<file path="src/lge_ram.sv">
module lge_ram #(
  parameter int unsigned WIDTH = 8,
  parameter int unsigned DEPTH = 16
) (
  input  logic                     clk,
  input  logic                     wr_en,
  input  logic [$clog2(DEPTH)-1:0] wr_addr,
  input  logic [WIDTH-1:0]         wr_data,
  input  logic                     rd_en,
  input  logic [$clog2(DEPTH)-1:0] rd_addr,
  output logic [WIDTH-1:0]         rd_data
);

  logic [WIDTH-1:0] mem [DEPTH];
  logic [WIDTH-1:0] rd_data_r;

  always_ff @(posedge clk) begin
    if (wr_en) begin
      mem[wr_addr] <= wr_data;
    end
    if (rd_en) begin
      rd_data_r <= mem[rd_addr];
    end
  end

  assign rd_data = rd_data_r;

endmodule

</file>
<file path="config.mk">
export PLATFORM = sky130hd
export DESIGN_NAME = lge_ram
export DESIGN_NICKNAME = d
export VERILOG_FILES = /design/src/lge_ram.sv
export SDC_FILE = /design/constraint.sdc
export NUM_CORES = 1
export LEC_CHECK = 0
export BUFFER_PORTS_ARGS = -buffer_cell sky130_fd_sc_hd__buf_2
export CORE_MARGIN = 1
export CORE_UTILIZATION = 44
export DETAILED_ROUTE_END_ITERATION = 10
export PLACE_DENSITY = 0.7
export SYNTH_ARGS = -nofsm -noshare
export SYNTH_HDL_FRONTEND = slang
export SYNTH_SLANG_ARGS = --single-unit
</file>
<file path="constraint.sdc">
create_clock -name clk -period 2.1 [get_ports clk]
set_clock_uncertainty 0.2 [all_clocks]
set_input_delay 0.315 -clock clk [delete_from_list [all_inputs] [get_ports clk]]
set_output_delay 0.315 -clock clk [all_outputs]
set_load 0.1 [all_outputs]
</file>
==> out/results.md <==
| Metric | Reported | Unit |
| --- | --- | --- |
| Core region area | 11,500 | um2 |
| Slew Limit Headroom | 67.6 | % |
| CTS H-tree depth | 4 | - |
| Sum of routed wire length over all layers | 9610 | um |
| Largest area contributor in the synthesized netlist | edfxtp_1 | - |
| Busiest grt layer | met2 | - |
| Internal power component | 0.00530 | W |
| CP max FO | 1 | - |
| Kind of cell adding the most delay to the critical path | buffers and inverters | - |
| Standby leakage power | 2.16 | nW |
| Count of port buffers added during placement | 26 | - |
| Synthesis warning total | 0 | - |
| # DRC | 6 | - |
| Number of setup violations in the final report | 0 | - |
| Antenna-violating nets left | 0 | - |
| Die Span X | 111 | um |
| Met2 usage in global routing | 27.4 | % |
| Nets in the synthesized netlist | 248 | - |
| Tcrit/Tclk final | 80.8 | % |
| Combinational share of power | 5.7 | % |
| Critical path buffers and inverters | 1 | - |
| Placed wire-length estimate | 6140 | um |
| Fraction of final layout cells with drive strength greater than 1 | 33.6 | % |
| Number of filler cells placed in the layout | 844 | - |
| Gpl congestion | 0.754 | - |
| Initial Util | 45.4 | % |
| Wire per inst | 21.7 | um |
| Initial antenna violation count | 0 | - |
| RSZ-0062 raised after global routing | false | - |
| Async set-reset flop share out of synthesis | 0 | % |
| Count of flip-flops with a built-in enable after synthesis | 136 | - |
| Sw Pwr | 0.00138 | W |
| Failing checks | DRC | - |
| Post-synthesis average cell area | 22.8 | um2 |
| Worst path slowest cell | buf_2 | - |
| Worst Hold Class | input port to register | - |
| Instance count of the mapped netlist | 229 | - |
| Via count | 2,457 | - |
| Number of hold-repair buffers added at the cts stage | 0 | - |
| Outcome | finished with violations | - |
| Total I/O pin count | 27 | - |
| Final number of hold-violating endpoints | 0 | - |
| Number of nets in the layout | 307 | - |
| Clk Latency, worst-skew pair | 0.42 | ns |
| Largest net degree at the start of global routing | 33 | - |
| Sequential cell area fraction in the yosys report | 78.1 | % |
| CP arrival | 1.18 | ns |
| DRT Pass-1 Iters | 7 | - |
| Max Clock Freq | 589 | MHz |
| Distinct cell type count of the synthesized netlist | 18 | - |
| Final setup TNS | 0 | ns |
| Buffer levels on the longest clock path | 2 | - |
| Global routing usage on met1 | 21.8 | % |
| Chip Height | 111 | um |
| Number of post-CTS setup repair buffers | 0 | - |
| Leading register cell type out of synthesis | edfxtp_1 | - |
| Crit. End Element | primary output | - |
| Category of the most critical setup path | register to primary output | - |
| Number of sinks driven by the clock tree | 136 | - |
| First-pass GRT wire length | 14,800 | um |
| Area of the die | 12,300 | um2 |
| Share of Yosys cell area claimed by the top area cell type | 78.1 | % |
| Congestion Overflow GR | 0 | - |
| Area overhead of the layout relative to synthesis | 21.1 | % |
| Req. time, crit path | 1.58 | ns |
| Mapped Area | 5230 | um2 |
| Clock edge transition at the registers on the reported setup and hold paths | 0.06 | ns |
| CTS buffer count | 17 | - |
| CTS tree | built | - |
| Final min period | 1.70 | ns |
| Max-slew violation count | 0 | - |
| IR Drop Worst-Case VDD | 551 | uV |
| Total of cells resized after clock tree synthesis | 0 | - |
| Switching share of power | 20.6 | % |
| Cell Rows | 39 | - |
| Critical Path Start Type | register | - |
| Post-placement cell count | 412 | - |
| Biggest cell delay along the critical path | 0.43 | ns |
| Leading cell types by count after synthesis | 136 x edfxtp_1, 18 x mux4_2, 16 x a22oi_1, 14 x mux4_1, 13 x nor2_1 | - |
| Most frequent cell after synthesis | edfxtp_1 | - |
| First-iteration detailed-routing DRC count | 217 | - |
| Diode insertion count for antenna repair | 0 | - |
| Smallest hold slack | 0.0517 | ns |
| Register bit total from synthesis | 136 | - |
| Sequential fraction of design power | 46.0 | % |
| Number of max-capacitance violations reported | 0 | - |
| CTS root buf | clkbuf_16 | - |
| Via-per-instance ratio | 5.53 | - |
| Worst Tran Pin Value | 0.489 | ns |
| Dominant cells by area after synthesis | edfxtp_1 78%, mux4_2 7.8%, mux4_1 7.0%, a22oi_1 2.3%, nor2_1 0.93% | - |
| Total power divided by cell area | 1050 | nW/um2 |
| Series of cell instances along the critical path | buf_2 | - |
| Vias in the first global route | 2,509 | - |
| Global-route track usage on met3 | 5.47 | % |
| Power share of the clock group | 48.2 | % |
| Aggregate global-route resource usage | 17.2 | % |
| Post-layout instance count excluding filler cells | 444 | - |
## registers in the layout (all words and copies together) (netlist names)
name and flops:
mem 128, rd_data 8
## cell type report
| type | instances | area [um2] | area share (%) |
|---|---|---|---|
| clock buffers | 17 | 425 | 6.72 |
| clock inverters | 15 | 225 | 3.56 |
| multi-input cells | 83 | 1060 | 16.7 |
| flip-flops and latches | 136 | 4080 | 64.5 |
| well taps | 143 | 179 | 2.83 |
| repair buffers | 50 | 360 | 5.69 |
## placed cells by master (no fill, tap or decap)
cell type     n
clkinv_2      2
nand3_1       1
buf_12        4
nand2b_1      2
buf_2        26
and2_1        1
nor3_1        4
a22oi_1      16
clkbuf_16    17
nor2_1       13
buf_4        20
inv_6         1
nor2b_1       1
and2b_1       1
nand3b_1      2
nand2_1       9
or3b_2        1
mux4_1       14
edfxtp_1    136
clkinvlp_4    4
clkinv_4      3
bufinv_16     5
mux4_2       18
## layer usage
metal,part of all wire (%),up-vias
li1,-,1099
met1,43,1271
met5,0,-
met2,50,78
met3,5.0,9
met4,1.4,0
## cell families after synthesis
kind of cell	after synthesis	synth area share [%]
AO/OA/AOI/OAI	16	2.30
buffers and inverters	10	1.65
flip-flops	136	78.1
multiplexers	32	14.8
AND/OR/NAND/NOR	35	3.14
## power by group through the flow
stage | logic [W] | clock network, W | registers [W]
after floorplan | 0.000154 | 0 | 0.00322
after global placement | 0.000375 | 0 | 0.00313
after detailed placement | 0.000385 | 0 | 0.00313
after CTS | 0.000386 | 0.00325 | 0.00307
after global routing | 0.000406 | 0.00335 | 0.00308
final | 0.000382 | 0.00322 | 0.00307
## final timing paths
path | startpoint | to | slack, ns | depth (start not counted)
max | rd_data[5] | rd_data[5] | 0.40 | 1
min | rd_en | rd_data[2] | 0.05 | 1
max reg2reg | mem[2][1] | rd_data[1] | 0.41 | 3
min reg2reg | mem[8][3] | rd_data[3] | 0.56 | 3
## per-stage QoR
step | total power, W | cell area, um2 | worst slack (ns) | util [%]
2_1_floorplan | 0.00338 | 5230 | 0.0921 | -
3_3_place_gp | 0.00350 | 5680 | 0.0112 | 49.3
3_5_place_dp | 0.00351 | 5680 | -0.0209 | 49.3
4_1_cts | 0.00671 | 6330 | 0.385 | 55.0
5_1_grt | 0.00684 | 6330 | 0.355 | 55.0
6_report | 0.00667 | 6330 | 0.404 | 55.0
Note: power is estimated with default switching activity, not from simulation.
