==> src/lge_pkg.sv <==
package lge_pkg;

  // Grid size. The grid is held as ROWS words of COLS bits.
  localparam int unsigned ROWS = 64;
  localparam int unsigned COLS = 64;

  localparam int unsigned ROW_AW = $clog2(ROWS);
  localparam int unsigned COL_AW = $clog2(COLS);

  // Field widths of the input and result beats.
  localparam int unsigned OP_W    = 2;
  localparam int unsigned ROW_W   = 6;
  localparam int unsigned COL_W   = 6;
  localparam int unsigned GEN_W   = 31;

  localparam logic [GEN_W-1:0] GEN_MAX = {GEN_W{1'b1}};

  // Operation codes.
  localparam logic [OP_W-1:0] OP_WRITE = 2'd0;
  localparam logic [OP_W-1:0] OP_READ  = 2'd1;
  localparam logic [OP_W-1:0] OP_CLEAR = 2'd2;
  localparam logic [OP_W-1:0] OP_STEP  = 2'd3;

  // Generation sweep counter: runs from 0 up to ROWS + 2.
  localparam int unsigned CNT_W = $clog2(ROWS + 3);

  // Shared control of the row of cells.
  typedef struct packed {
    logic shift;     // move the three-row window down by one row
    logic keep_ld;   // capture the incoming bit as the saved old row 0
    logic use_keep;  // feed the saved old row 0 instead of memory data
  } cell_ctl_t;

endpackage

==> src/lge_cell.sv <==
module lge_cell (
  input  logic               clk,
  input  lge_pkg::cell_ctl_t ctl,
  input  logic               in_bit,
  input  logic [2:0]         left_win,
  input  logic [2:0]         right_win,
  output logic [2:0]         win,
  output logic               nxt_bit
);

  import lge_pkg::*;

  // One column of the grid: the bits of three consecutive rows, plus the
  // old value of row 0, which is needed again at the end of a sweep.
  logic       up_r;
  logic       mid_r;
  logic       dn_r;
  logic       keep_r;
  logic       feed;
  logic [3:0] live_cnt;

  assign feed = ctl.use_keep ? keep_r : in_bit;

  always_ff @(posedge clk) begin
    if (ctl.shift) begin
      up_r  <= mid_r;
      mid_r <= dn_r;
      dn_r  <= feed;
    end
    if (ctl.keep_ld) begin
      keep_r <= in_bit;
    end
  end

  assign win = {up_r, mid_r, dn_r};

  assign live_cnt = 4'(left_win[2]) + 4'(left_win[1]) + 4'(left_win[0])
                  + 4'(right_win[2]) + 4'(right_win[1]) + 4'(right_win[0])
                  + 4'(up_r) + 4'(dn_r);

  // Birth on three, survival on two or three.
  assign nxt_bit = (live_cnt == 4'd3) || (mid_r && (live_cnt == 4'd2));

endmodule
==> config.mk <==
export PLATFORM = sky130hd
export DESIGN_NAME = lge_cell
export DESIGN_NICKNAME = d
export VERILOG_FILES = /design/src/lge_pkg.sv /design/src/lge_cell.sv
export SDC_FILE = /design/constraint.sdc
export NUM_CORES = 1
export LEC_CHECK = 0
export BUFFER_PORTS_ARGS = -buffer_cell sky130_fd_sc_hd__buf_2
export CELL_PAD_IN_SITES_DETAIL_PLACEMENT = 0
export CELL_PAD_IN_SITES_GLOBAL_PLACEMENT = 1
export CORE_AREA = 2 2 39 41
export DETAILED_ROUTE_END_ITERATION = 10
export DIE_AREA = 0 0 41 43
export GPL_TIMING_DRIVEN = 0
export PLACE_DENSITY = 0.64
export SLEW_MARGIN = 10
export SYNTH_ARGS = -nofsm -noshare
export SYNTH_HDL_FRONTEND = slang
export SYNTH_SLANG_ARGS = --single-unit
==> constraint.sdc <==
create_clock -name clk -period 3 [get_ports clk]
set_input_delay 0 -clock clk [delete_from_list [all_inputs] [get_ports clk]]
set_output_delay 0 -clock clk [all_outputs]
set_load 0.005 [all_outputs]
==> out/metrics.cfg <==
[worst_setup_path]
cp.required_ns = 3.00
max_stage_delay_ns = 0.49
path_max_fanout = 3
cp-start-kind = register
end_kind = output port
crit_chain = inv_1 -> fa_1 -> fa_1 -> inv_1 -> ha_1 -> fa_2 -> o211a_1 -> a211oi_2 -> buf_2
critical_path_arrival_ns = 2.84
cp_slowest_cell = fa_1
criticalPathCategory = reg2out

[power_and_ir_drop]
p_leak_nw = 0.271
power_w = 0.000225
pwr-share-comb = 0.403
irDropWorstVdd_mv = 0.206
seq_power_share = 0.307
power_density_nw_per_um2 = 450
p_int_w = 0.000159
pwr-share-clk = 0.290
switching_share = 0.291
switchingPower_w = 0.0000652

[global_routing]
grt_max_degree = 4
grt_pass1_wl_um = 869
antenna_found_initial = 0
grt_pass1_vias = 240
grt_overflow = 0
grt_usage = 0.0730

[min_path]
hp-class = in2reg

[timing]
fin_skew_ns = 0.000211
timing.slew.headroom = 0.868
drv_slew = 0
setup_violations = 0
worst_pin_slew_ns = 0.195
finalHoldViolations = 0
period_needed_ns = 2.84
max_freq_ghz = 0.352
period_share = 0.947

[layout]
drive_gt1_frac = 0.451
syn2layout_area_growth_pct = 41.0
n_antenna_cell = 0
fillers = 144
final_area_um2 = 499
final_nets = 71

[drt]
vias_per_cell = 3.76
drc = 0
num_vias = 252
drt-total-wl_um = 574
ant_nets = 0
drt-initial-drc-count = 4
post_drt_wl_per_cell_um = 8.57
first_pass_iters = 2

[place]
io_buffer_count = 14
place_area_um2 = 444
gp_congestion = 0.610

[yosys]
syn-cell-area_um2 = 354
synth_cell_types = 11
synth-seq-cells = 4
syn-mean-instance-area_um2 = 11.4
netlist_instances = 31
synthesis.nets = 49
synth_seq_area_share = 0.339
yosys_warnings = 0

[clock_tree]
clk_latency_ns = 0.23
htreeDepth = 1
cts_tree = yes
cts_buffers = 3
root_buffer = clkbuf_4
cts_setup_buffers = 0
clk_path_buf_depth = 2
cts.reportedPaths.clkPinSlew_ns = 0.04
cts.sinks = 4

[job]
drv_cap = 0

[floorplanning]
io_pins = 15
die_y_um = 43
fp-row-count = 14
die-area_um2 = 1760
die_x_um = 41
initial_core_util = 0.256
core-area_um2 = 1380

[outcome]
status = finished, final reports clean

## per-layer routing
layer	global-route usage	vias up	share of wire
met5	0	-	0
met4	0.0600	0	0
met3	0	0	0.077
met2	0.106	13	0.47
met1	0.0963	106	0.45
li1	-	133	-
## Yosys cell counts (all sizes together)
library cell / number / area, um^2
inv: 11 / 41.3
edfxtp: 4 / 120
fa: 4 / 80.1
buf: 3 / 22.5
ha: 3 / 37.5
a211oi: 1 / 12.5
mux2: 1 / 11.3
nand3b: 1 / 7.51
o211a: 1 / 10.0
o21ai: 1 / 5.00
or2: 1 / 6.26
## final cells by class
| cell class | count | area (um^2) | share of cell area |
|---|---|---|---|
| Multi-Input combinational cell | 13 | 173 | 0.346 |
| Sequential cell | 4 | 120 | 0.241 |
| Timing Repair Buffer | 17 | 100 | 0.201 |
| Inverter | 11 | 41.3 | 0.0827 |
| Clock buffer | 3 | 22.5 | 0.0451 |
| Buffer | 3 | 22.5 | 0.0451 |
| Tap cell | 16 | 20.0 | 0.0401 |
## cell usage in the layout (no fill, tap or decap)
| cell type | Yosys | layout |
|---|---|---|
| buf_2 | 0 | 14 |
| a211oi_2 | 1 | 1 |
| clkbuf_4 | 0 | 3 |
| buf_4 | 3 | 3 |
| inv_1 | 11 | 11 |
| fa_2 | 0 | 1 |
| fa_1 | 4 | 3 |
| or2_1 | 1 | 1 |
| edfxtp_1 | 4 | 4 |
| dlygate4sd3_1 | 0 | 3 |
| o21ai_0 | 1 | 1 |
| o211a_1 | 1 | 1 |
| ha_1 | 3 | 3 |
| nand3b_1 | 1 | 1 |
| mux2_2 | 1 | 1 |
## critical path: cells and delay by family (launching register included)
| kind | cells | cell delay (ns) |
|---|---|---|
| compound gates | 2 | 0.41 |
| fa+ha+maj | 4 | 1.54 |
| buf+inv | 3 | 0.26 |
| flops | 1 | 0.39 |
## cells by family after synthesis
group / count (synthesis) / share of synthesized area
muxes: 1 / 0.0318
adders and majority gates: 7 / 0.332
DFF: 4 / 0.339
buffers and inverters: 14 / 0.180
AOI/OAI and AO/OA: 3 / 0.0777
and+or+nand+nor: 2 / 0.0389
## power by group through the flow
stage | clock network [W] | registers, W | logic, W
2_1_floorplan | 0 | 0.0000688 | 0.0000594
3_3_place_gp | 0 | 0.0000696 | 0.0000858
3_5_place_dp | 0 | 0.0000697 | 0.0000841
4_1_cts | 0.0000677 | 0.0000690 | 0.0000887
5_1_grt | 0.0000720 | 0.0000695 | 0.000108
6_report | 0.0000652 | 0.0000689 | 0.0000904
## repair_timing
item	CTS	global route
setup endpoints to repair	0	1
hold buffers	3	0
resized for setup	0	1
endpoints found under the hold margin	5	0
## per-stage QoR
| step | TNS, ns | cells | hold WS [ns] | utilization | worst slack, ns |
|---|---|---|---|---|---|
| 5_1_grt | -0.00295 | 67 | 0.101 | 0.361 | -0.00295 |
| 3_5_place_dp | 0 | 61 | 0.195 | 0.321 | 0.130 |
| 2_1_floorplan | 0 | 31 | 0.0989 | - | 0.406 |
| 3_3_place_gp | 0 | 61 | 0.193 | 0.321 | 0.145 |
| 6_report | 0 | 67 | 0.0928 | 0.361 | 0.160 |
| 4_1_cts | 0 | 67 | 0.0880 | 0.359 | 0.0785 |
## flip-flops by register name (all words and copies together), names as in the netlist
name,flops
dn_r,1
keep_r,1
mid_r,1
up_r,1
## worst paths after layout
path,from,endpoint,slack [ns],cells past startpoint
min reg2reg,mid_r$_DFFE_PP_,up_r$_DFFE_PP_,0.49,0
min,ctl[0],dn_r$_DFFE_PP_,0.09,2
max reg2reg,keep_r$_DFFE_PP_,dn_r$_DFFE_PP_,2.14,1
max,up_r$_DFFE_PP_,nxt_bit,0.16,9
(Power assumes the default switching activity.)
